===== config.mk =====
export PLATFORM = sky130hd
export DESIGN_NAME = ort_scan
export DESIGN_NICKNAME = d
export VERILOG_FILES = /design/src/rtl/ort_pkg.sv /design/src/rtl/ort_scan.sv
export SDC_FILE = /design/constraint.sdc
export NUM_CORES = 1
export LEC_CHECK = 0
export BUFFER_PORTS_ARGS = -buffer_cell sky130_fd_sc_hd__clkbuf_2
export CORE_MARGIN = 1.5
export CORE_UTILIZATION = 42
export CTS_BUF_LIST = sky130_fd_sc_hd__clkbuf_16
export CTS_CLUSTER_DIAMETER = 40
export DETAILED_ROUTE_END_ITERATION = 10
export GPL_ROUTABILITY_DRIVEN = 0
export GPL_TIMING_DRIVEN = 0
export PLACE_DENSITY = 0.8
export SYNTH_ARGS = -nofsm -noshare
export SYNTH_HDL_FRONTEND = slang
export SYNTH_SLANG_ARGS = --single-unit

===== constraint.sdc =====
create_clock -name clk -period 5.9 [get_ports clk]
set_input_delay 1.18 -clock clk [delete_from_list [all_inputs] [get_ports clk]]
set_output_delay 1.18 -clock clk [all_outputs]
set_load 0.05 [all_outputs]

===== src/rtl/ort_pkg.sv =====
`timescale 1ns / 1ps
// Shared types and constants of the outstanding request tracker.
package ort_pkg;

	localparam int ENTRIES   = 64;
	localparam int IDX_W     = (ENTRIES > 1) ? $clog2(ENTRIES) : 1;
	localparam int CNT_W     = $clog2(ENTRIES + 1);
	localparam int KEY_W     = 48;
	localparam int OWNER_W   = 32;
	localparam int SLOT_W    = 6;
	localparam int LIMIT_W   = 7;
	localparam int COUNT_W   = 7;

	localparam logic [15:0]        RESERVED_MID = 16'hFFFF;
	localparam logic [LIMIT_W-1:0] LIMIT_RESET  = 7'd64;

	typedef enum logic [2:0] {
		OP_ADD      = 3'd0,
		OP_REMOVE   = 3'd1,
		OP_CANCEL   = 3'd2,
		OP_SET_EXEC = 3'd3,
		OP_QUERY    = 3'd4
	} op_e;

	typedef enum logic [2:0] {
		ST_OK        = 3'd0,
		ST_RESERVED  = 3'd1,
		ST_DUPLICATE = 3'd2,
		ST_LIMIT     = 3'd3,
		ST_NOT_FOUND = 3'd4,
		ST_MISMATCH  = 3'd5
	} status_e;

	typedef enum logic [2:0] {
		S_IDLE,
		S_SCAN,
		S_LAST,
		S_SLOT_RD,
		S_FINISH
	} state_e;

	typedef struct packed {
		logic [2:0]        op;
		logic [31:0]       process_id;
		logic [15:0]       message_id;
		logic [15:0]       user_id;
		logic [15:0]       tree_id;
		logic [SLOT_W-1:0] slot_in;
	} req_t;

	typedef struct packed {
		logic [2:0]         status;
		logic [SLOT_W-1:0]  slot_out;
		logic               is_cancelled;
		logic [COUNT_W-1:0] entry_count;
	} rsp_t;

	typedef struct packed {
		logic [KEY_W-1:0]   key;
		logic [OWNER_W-1:0] owner;
		logic               executing;
		logic               cancelled;
	} entry_t;

	typedef struct packed {
		logic             clear;
		logic             issue;
		logic [IDX_W-1:0] issue_idx;
		logic             issue_free;
	} scan_ctl_t;

	typedef struct packed {
		logic             hit;
		logic [IDX_W-1:0] hit_idx;
		entry_t           hit_entry;
		logic             free_found;
		logic [IDX_W-1:0] free_idx;
	} scan_res_t;

endpackage


===== src/rtl/ort_scan.sv =====
`timescale 1ns / 1ps
// Key search over the entry memory: compare stage, first hit and lowest free slot.
module ort_scan (
	input  logic                      clk,
	input  logic                      arst_n,
	input  ort_pkg::scan_ctl_t        ctl,
	input  logic [ort_pkg::KEY_W-1:0] key,
	input  ort_pkg::entry_t           rd_data,
	output ort_pkg::scan_res_t        res
);
	import ort_pkg::*;

	logic             cmp_vld_s1;
	logic             cmp_trk_s1;
	logic [IDX_W-1:0] cmp_idx_s1;
	logic             hit_q;
	logic             free_found_q;
	logic [IDX_W-1:0] hit_idx_q;
	logic [IDX_W-1:0] free_idx_q;
	entry_t           hit_entry_q;
	logic             match;
	logic             take_free;

	assign match     = cmp_vld_s1 && cmp_trk_s1 && (rd_data.key == key) && !hit_q;
	assign take_free = ctl.issue && ctl.issue_free && !free_found_q;

	always_ff @(posedge clk or negedge arst_n) begin
		if (!arst_n) begin
			cmp_vld_s1   <= 1'b0;
			hit_q        <= 1'b0;
			free_found_q <= 1'b0;
		end else begin
			cmp_vld_s1 <= ctl.issue;
			if (ctl.clear) begin
				hit_q        <= 1'b0;
				free_found_q <= 1'b0;
			end else begin
				if (match) begin
					hit_q <= 1'b1;
				end
				if (take_free) begin
					free_found_q <= 1'b1;
				end
			end
		end
	end

	always_ff @(posedge clk) begin
		cmp_idx_s1 <= ctl.issue_idx;
		cmp_trk_s1 <= !ctl.issue_free;
		if (match) begin
			hit_idx_q   <= cmp_idx_s1;
			hit_entry_q <= rd_data;
		end
		if (take_free) begin
			free_idx_q <= ctl.issue_idx;
		end
	end

	always_comb begin
		res.hit        = hit_q;
		res.hit_idx    = hit_idx_q;
		res.hit_entry  = hit_entry_q;
		res.free_found = free_found_q;
		res.free_idx   = free_idx_q;
	end

endmodule


# --- Yosys cells after proc, flatten, opt, wreduce, memory -nomap -nowiden ---
# Cells that the tools add are included.
op_classes:
  n_eq_ne: 1
  mux: 4
  reduce_logical: 10
ops:
  columns: ["op", "n"]
  rows:
  - ["48-bit == test", 1]
  - ["1-bit logical AND", 5]
  - ["1-bit 2-to-1 mux", 4]
  - ["2-bit nonzero test", 2]
  - ["1-bit logical NOT", 3]
totals:
  register_bits: 104
  in_bits: 141
  word_cells: 26

# --- Longest topological paths before layout ---
# Gate-level depths: netlist of the first run.
depth:
  ltp_word: 5
  depth_mapped: 5

# --- Least setup slack after synthesis of the first run ---
# OpenSTA, ideal clock, no wires.
synth_timing:
  path_type: "input to register"
  from: "input rd_data[51] (netlist bit)"
  to: "register hit_idx_q[0], enable pin"
  setup_ns: 0.535
  arrival_time_ns: 5.740
  t_required_ns: 5.365
  setup_slack_ns: -0.375
  path_stages: 5
  path_buffers: 0
  path_cell_list: "nor2b_1 > a2111o_1 > nor4_1 > nand4_1 > nor2_1"
synth_via:
  elab_chain_len: 3
synth_rtl:
  columns: ["element", "line", "rtl"]
  rows:
  - ["start: declaration", "ort_scan.sv:8", "input ort_pkg::entry_t rd_data,"]
  - ["48-bit == test", "ort_scan.sv:24", "assign match = cmp_vld_s1 && cmp_trk_s1 && (rd_data.key == key) && !hit_q;"]
  - ["1-bit logical AND (2 in a row)", "ort_scan.sv:24", null]
  - ["via match", "ort_scan.sv:21", "logic match;"]
  - ["end signal: assignment", "ort_scan.sv:52", "hit_idx_q <= cmp_idx_s1;"]
  - ["end: declaration", "ort_scan.sv:18", "logic [IDX_W-1:0] hit_idx_q;"]
# The timed path passes the listed nets, and every way through them passes these cells.
# A chain may end at the register's enable or synchronous reset.

# --- Final worst setup path of the first run ---
layout_timing:
  from: "input rd_data[47] (netlist bit)"
  to: "register hit_entry_q (netlist bit res[42]), enable pin"
layout_via:
  elab_chain_len: 3
layout_rtl:
  columns: ["element", "line", "rtl"]
  rows:
  - ["48-bit == test", "ort_scan.sv:24", null]
  - ["1-bit logical AND (2 in a row)", "ort_scan.sv:24", null]
  - ["via match", "ort_scan.sv:21", null]
  - ["end signal: assignment", "ort_scan.sv:53", "hit_entry_q <= rd_data;"]
  - ["end: declaration", "ort_scan.sv:20", "entry_t hit_entry_q;"]
# The timed path passes the listed nets, and every way through them passes these cells.

==> results.md, run 1 <==
- Status: completed
- Yosys top cell by area: edfxtp_1
- RSZ-0062 raised after global routing: false
- Post-CTS Resized: 0
- Crit path kind: primary input to flop
- CTS HTree Levels: 3
- Final ANT Viol Nets: 0
- Critical Path Max Stage Delay: ~0.51 ns
- Slew HR: 60.98%
- Highest-delay cell along the critical path: nor2_4
- Worst-path cell chain: clkbuf_2 -> nor2b_1 -> a2111o_1 -> nor4_1 -> nand4_1 -> nor2_4 -> buf_12
- DIE AREA: 9301 µm²
- Num rows: 33
- Share of layout cells above drive strength 1: 58.14%
- Fin. max-slew vios: 0
- P_leak: 2.263 nW
- Top-area cell type share of the netlist area: 76.97%
- CTS buffer count: 9
- Asr flop ratio synth: 2.885%
- Setup TNS: 0 ns
- First-pass DRT Iterations: 5
- Net Count, Synth: between 300 and 400
- Initial antenna violation count: 0
- Crit path max fanout: 35
- Pin count of the biggest net entering global routing: 38
- Max VDD drop: approximately 0.17 mV
- Vias in the first global route: 2,513
- CP Launch Type: primary input
- Ys flop type: edfxtp_1
- Total core area: roughly 8300 µm²
- Max Cap Viol: 0
- Sink Count: 104
- Finish-stage setup viols: 0
- N_diodes: 0
- CTS Hold Buffers Added: 0
- Wire length per cell: approximately 16 µm
- Post-synth cell types: 19
- Fin. Hold Viols: 0
- Post-synth EDFFs: 94
- Number of synthesized register bits: 104
- Grt ovf: 0
- Final HPWL DP: 7013 µm
- Fmax: 308.7 MHz
- Hold Crit Class: flop to flop
- Initial core utilization: 43.97%
- Clk buf depth: 2
- Final period util: 54.91%
- Tot GR Track Use: a little under a fifth
- DRT iter0 DRCs: 38
- PD cells: between 200 and 300 nW/µm²
- Top-count cell post-synth: edfxtp_1
- Final net count: 578
- Root Driver: clkbuf_16
- DR vias: 2,537
- I/O pin total: 237
- Hold WS: 0.4020 ns
- P&R area growth vs syn: 45.14%
- Crit path capture type: flop
- Post-DR vias/cell: 4.638
- Top cells by count, synth: 94 x edfxtp_1, 40 x xnor2_1, 10 x nand4_1
- Minimum clock period: 3.239 ns
- Placed Instance Area: 5027 µm²
- Syn_area_per_cell: 19.51 µm²
- Die Ht: 96.44 µm
- Die X-Extent: slightly below 100 µm
- Synth Instances: 188
- Sequential share of the synthesized area: 82.84%
- YS warnings: 0
- First-pass GRT wire length: 12,160 µm
- DRC: 0
- Arr. time, crit path: 3.26 ns
- Port Buf Inserts: around 240
- Crit path buffers/inverters: 2
- TritonCTS clock tree: done
- Number of post-CTS setup repair buffers: 0
- Mapped cell area: 3667 µm²
- Gate family responsible for the most delay along the worst path: simple AND/OR/NAND/NOR gates
- Least-Margin Pin Slew: slightly below 0.6 ns
- Final Cell Area: 5323 µm²
- Drt total wl: 8656 µm
- Clock Pin Slew Worst Setup and Hold Paths: 0.07 ns
- Later-pin clock latency in the skew report: between 0.3 and 0.4 ns
- Worst EP required: between 5 and 6 ns
- Synth area leaders: edfxtp_1 77%, xnor2_1 9.6%, dfxtp_1 3.8%, dfrtp_1 2.0%, nand4_1 1.7%
- Worst Clk Skew: 0.006014 ns
## power breakdown
part | internal [W] | switching (W)
sequential | 0.000807 | 0.00000187
combinational | 0.0000578 | 0.0000479
clock | 0.000329 | 0.000252
total | 0.00119 | 0.000302
## metal layers
metal	track usage (%)	routed length, µm
met1	19.74	3061
met2	32.11	4549
met3	6.495	929
met4	6.763	115
met5	0	0
## per-stage QoR
step	total power, W	setup WS, ns	std cells	util [%]
floorplan	0.0008668	1.091	188	-
global placement	0.0009273	-0.01815	529	59.74
detailed placement	0.0009313	2.300	531	60.28
CTS	0.001509	2.630	547	63.82
global route	0.001550	2.500	547	63.82
finish	0.001496	2.661	547	63.82
## layout by cell type (no fill, tap or decap)
cell,count
buf_4,2
nand2_1,1
clkbuf_16,9
clkinv_1,1
nor2_1,2
a2111o_1,3
buf_12,2
nand2b_1,1
nand2_4,1
dfxtp_1,7
bufinv_16,1
nand4_1,10
inv_6,2
clkbuf_2,236
nor3_1,1
nor2_4,1
dfrtp_1,3
xnor2_1,40
inv_1,7
o221ai_1,2
nand3_1,1
nor2b_1,8
edfxtp_1,94
a21oi_1,2
clkinvlp_4,2
nor4_2,1
nor4_1,2
## logic make-up (layout without fill, tap and decap cells)
group	after synthesis	count (layout)	share of synthesized area [%]
DFF	104	104	82.84
xor gates and xnor gates	40	40	9.553
and+or+nand+nor	29	29	4.913
buffers and inverters	8	262	1.023
AOI/OAI and AO/OA	7	7	1.672
## area by class of cell
type / count / area (µm²)
clock inverter: 7 / 70.07
timing repair buffer: 238 / 1221
buffer: 2 / 15.01
clock buffer: 9 / 225.2
sequential: 104 / 3038
tap: 105 / 131.4
inverter: 6 / 22.52
multi-input combinational: 76 / 599.3
fill: 654 / 3018
## path summary, 6_finish.rpt
check | startpoint | endpoint | slack, ns | depth (start not counted)
max | rd_data[47] | res[42] | 2.66 | 7
min | cmp_idx_s1[5] | hit_idx_q[5] | 0.40 | 0
max reg2reg | cmp_vld_s1 | res[42] | 3.37 | 6
min reg2reg | cmp_idx_s1[5] | hit_idx_q[5] | 0.40 | 0
max in group asynchronous | arst_n | hit_q | 5.14 | 1
min in group asynchronous | arst_n | free_found_q | 0.64 | 1
## state kept, by name, summed over array words and instances (netlist names)
name,count
cmp_vld_s1,1
cmp_trk_s1,1
res,82
hit_idx_q,6
free_found_q,1
hit_q,1
free_idx_q,6
cmp_idx_s1,6
No activity file was read; power rests on OpenSTA's default activity.
==> inputs of run 2 (changes only) <==
--- a/config.mk
+++ b/config.mk
@@ -5,9 +5,10 @@
 export SDC_FILE = /design/constraint.sdc
 export NUM_CORES = 1
 export LEC_CHECK = 0
+export ABC_AREA = 1
 export BUFFER_PORTS_ARGS = -buffer_cell sky130_fd_sc_hd__clkbuf_2
 export CORE_MARGIN = 1.5
-export CORE_UTILIZATION = 42
+export CORE_UTILIZATION = 45
 export CTS_BUF_LIST = sky130_fd_sc_hd__clkbuf_16
 export CTS_CLUSTER_DIAMETER = 40
 export DETAILED_ROUTE_END_ITERATION = 10
==> constraint.sdc (replaced) <==
create_clock -name clk -period 3.3 [get_ports clk]
set_input_delay 0.66 -clock clk [delete_from_list [all_inputs] [get_ports clk]]
set_output_delay 0.66 -clock clk [all_outputs]
set_load 0.05 [all_outputs]
==> run 2 against run 1 <==
  * Sequential power is 78% higher
  * Global-route usage is 4.2 points higher
  * Critical endpoint is now res[52]
  * First-iteration DRC count grew to 3.9 times the previous value
  * Via count is 45% higher
  * Critical path depth is 3 higher
  * Flip-flop and latch count stayed put
  * Register-to-register slack worse by 2.2 ns
  * Hold slack worse by 0.30 ns
  * Cell area is 15% higher
  * Critical path type unchanged
  * Non-clock buffer count is 1 higher
  * Routed wire length is 34% higher
  * Highest routed layer unchanged
==> results.md, run 2 <==
- Total core area: 9371 µm² (+12%)
- Number of synthesized register bits: 104 (unchanged)
- Max Cap Viol: 0 (unchanged)
- Net Count, Synth: 566 (+72%)
- Most frequent cells in the layout: 236 x clkbuf_2, 141 x nand2_1, 94 x edfxtp_1, 79 x inv_1, 51 x nor2_1
- Slew HR: 58.20% (-2.8 points)
- CP Launch Type: primary input
- Finish-stage setup viols: 0 (unchanged)
- Highest-delay cell along the critical path: nor2_4
- Fillers: 790 (+21%)
- Critical Path Max Stage Delay: 0.42 ns (-0.09 ns)
- PD cells: 455.2 nW/µm² (+62%)
- Arr. time, crit path: 2.65 ns (-0.61 ns)
- Final Cell Area: 6125 µm² (+15%)
- Critical R2R Launch: cmp_vld_s1
- DRC: 0 (unchanged)
- Num rows: 35 (+6.1%)
- Critical Path Most Common Cell: nand2_1
- YS warnings: 0 (unchanged)
- Tot GR Track Use: 22.31% (+4.2 points)
- Die X-Extent: 101.8 µm (+5.5%)
- Worst EP required: 3.33 ns (-2.59 ns)
- Worst r2r path cells: 10 (+4)
- Placement Setup Slack: 0.3175 ns (-1.983 ns)
- Number of post-CTS setup repair buffers: 0 (unchanged)
- DRT iter0 DRCs: 148 (+290%)
- Share of layout cells above drive strength 1: 39.41% (-19 points)
- Pin count of the biggest net entering global routing: 31 (-18%)
- Initial core utilization: 46.86% (+2.9 points)
- Synth Instances: 425 (+130%)
- Syn_area_per_cell: 10.33 µm² (-47%)
- Vias in the first global route: 3,628 (+44%)
- RSZ-0062 raised after global routing: false
- Final ANT Viol Nets: 0 (unchanged)
- Fin. Hold Viols: 0 (unchanged)
- P&R area growth vs syn: 39.46%
- Gate family responsible for the most delay along the worst path: simple AND/OR/NAND/NOR gates
- Clock Pin Slew Worst Setup and Hold Paths: 0.07 ns (about the same)
- DIE AREA: 10,360 µm² (+11%)
- Fmax: 382.7 MHz
- Fin util: 65.35% (+1.5 points)
- Minimum clock period: between 2 and 3 ns
- Status: completed
- Post-CTS Resized: 0 (unchanged)
- Top-area cell type share of the netlist area: 64.27% (-13 points)
- Drt total wl: 11,590 µm (+34%)
- DR vias: 3,682 (+45%)
- Commonest non-fill, non-tap cell in the layout: clkbuf_2
- Die Ht: 101.8 µm (+5.5%)
- Sink Count: 104 (unchanged)
- N_diodes: 0 (unchanged)
- CTS buffer count: 9 (unchanged)
- Synth area leaders: edfxtp_1 64%, nand2_1 12%, inv_1 6.8%, nor2_1 4.4%, dfxtp_1 3.2%
- Yosys top cell by area: edfxtp_1
- Setup WS post-layout: 0.6871 ns (-1.973 ns)
- Levels on crit path: 10 (+3)
- Placed Instance Area: 5814 µm² (+16%)
- Reg-to-reg setup timing slack: 1.14 ns (-2.23 ns)
- Top-count cell post-synth: nand2_1
- Sequential cell area: 3038 µm² (unchanged)
- CTS Hold Buffers Added: 0 (unchanged)
- Critical path startpoint: key[12]
- Mapped cell area: 4392 µm² (+20%)
- Grt ovf: 0 (unchanged)
- Multi-input gate area: 1036 µm² (+73%)
- Wire length per cell: 14.33 µm (-9.5%)
- Worst-path cell chain: clkbuf_2 -> xnor2_1 -> nand2_1 -> nor3_1 -> nand3_1 -> nor2_1 -> nand2_1 -> nor2_4 -> buf_16 -> buf_12
- First-pass DRT Iterations: 4 (-1)
- Crit path capture type: flop
- Initial antenna violation count: 0 (unchanged)
- First-pass GRT wire length: 17,350 µm (+43%)
- Crit path max fanout: 30 (-14%)
- Post-synth cell types: 23 (+4)
- Total power: 0.002788 W (+86%)
- Post-DR vias/cell: 4.551 (-1.9%)
- Asr flop ratio synth: 2.885% (unchanged)
- Ys flop type: edfxtp_1
- Crit path kind: primary input to flop
- Final period util: 79.18%
- Fin. max-slew vios: 0 (unchanged)
- Port Buf Inserts: 236 (unchanged)
- P_leak: 3.089 nW (+37%)
- Max VDD drop: 0.2488 mV (+47%)
- Hold WS: 0.1052 ns (-0.2968 ns)
- I/O pin total: 237 (unchanged)
- Max FFs per register: 82 (unchanged)
- CTS HTree Levels: 3 (unchanged)
- Top cells by count, synth: 141 x nand2_1, 94 x edfxtp_1, 79 x inv_1
- Worst Clk Skew: 0.006682 ns (+0.0006684 ns)
- Reg2Reg Capture Point: res[52]
- TritonCTS clock tree: done
- Clk buf depth: 2 (unchanged)
- Final net count: 816 (+41%)
- Final HPWL DP: 9546 µm (+36%)
- Root Driver: clkbuf_16
- Sequential share of the synthesized area: 69.17% (-14 points)
- Post-synth EDFFs: 94 (unchanged)
- Hold Crit Class: primary input to async pin
- Later-pin clock latency in the skew report: 0.34 ns (about the same)
- Least-Margin Pin Slew: 0.6247 ns (+0.04076 ns)
- Worst setup endpoint: res[52]
- Crit path buffers/inverters: 3 (+1)
-- run 2: worst min path at each step --
stage,to,start,depth (start not counted)
floorplan,cmp_vld_s1,arst_n,0
global placement,hit_idx_q[1],cmp_idx_s1[1],0
detailed placement,hit_idx_q[0],cmp_idx_s1[0],0
CTS,free_found_q,arst_n,1
global route,cmp_vld_s1,arst_n,1
finish,hit_q,arst_n,1
-- run 2: cell families after synthesis --
| kind of cell | count (synthesis) | synth area share [%] |
|---|---|---|
| flip-flops | 104 | 69.17 |
| AO/OA/AOI/OAI | 8 | 0.9971 |
| XOR/XNOR | 12 | 2.393 |
| AND/OR/NAND/NOR | 217 | 20.09 |
| buffers and inverters | 84 | 7.350 |
-- run 2: final cells by class --
class	instances	area share [%]
Multi-Input combinational cell	237	16.92
Sequential cell	104	49.60
Timing Repair Buffer	239	20.51
Buffer	2	0.2451
Clock buffer	9	3.677
Clock inverter	7	1.389
Inverter	82	5.026
Tap cell	129	2.635
-- run 2: stage by stage --
stage / std cells / setup TNS (ns)
floorplan: 425 / 0
global placement: 790 / -55.87
detailed placement: 793 / 0
CTS: 809 / 0
global route: 809 / 0
finish: 809 / 0
-- run 2: power breakdown --
part           total [W]  internal [W]  switching [W]
combinational   0.000270      0.000116       0.000155
sequential       0.00144       0.00144     0.00000262
clock            0.00107      0.000543       0.000530
total            0.00279       0.00210       0.000687
-- run 2: layer usage --
layer	part of all wire, %	routed length [µm]	global-route usage, %
met1	40	4580	25.87
met2	52	6063	40.62
met3	6.9	799	5.038
met4	1.3	146	7.479
met5	0	0	0
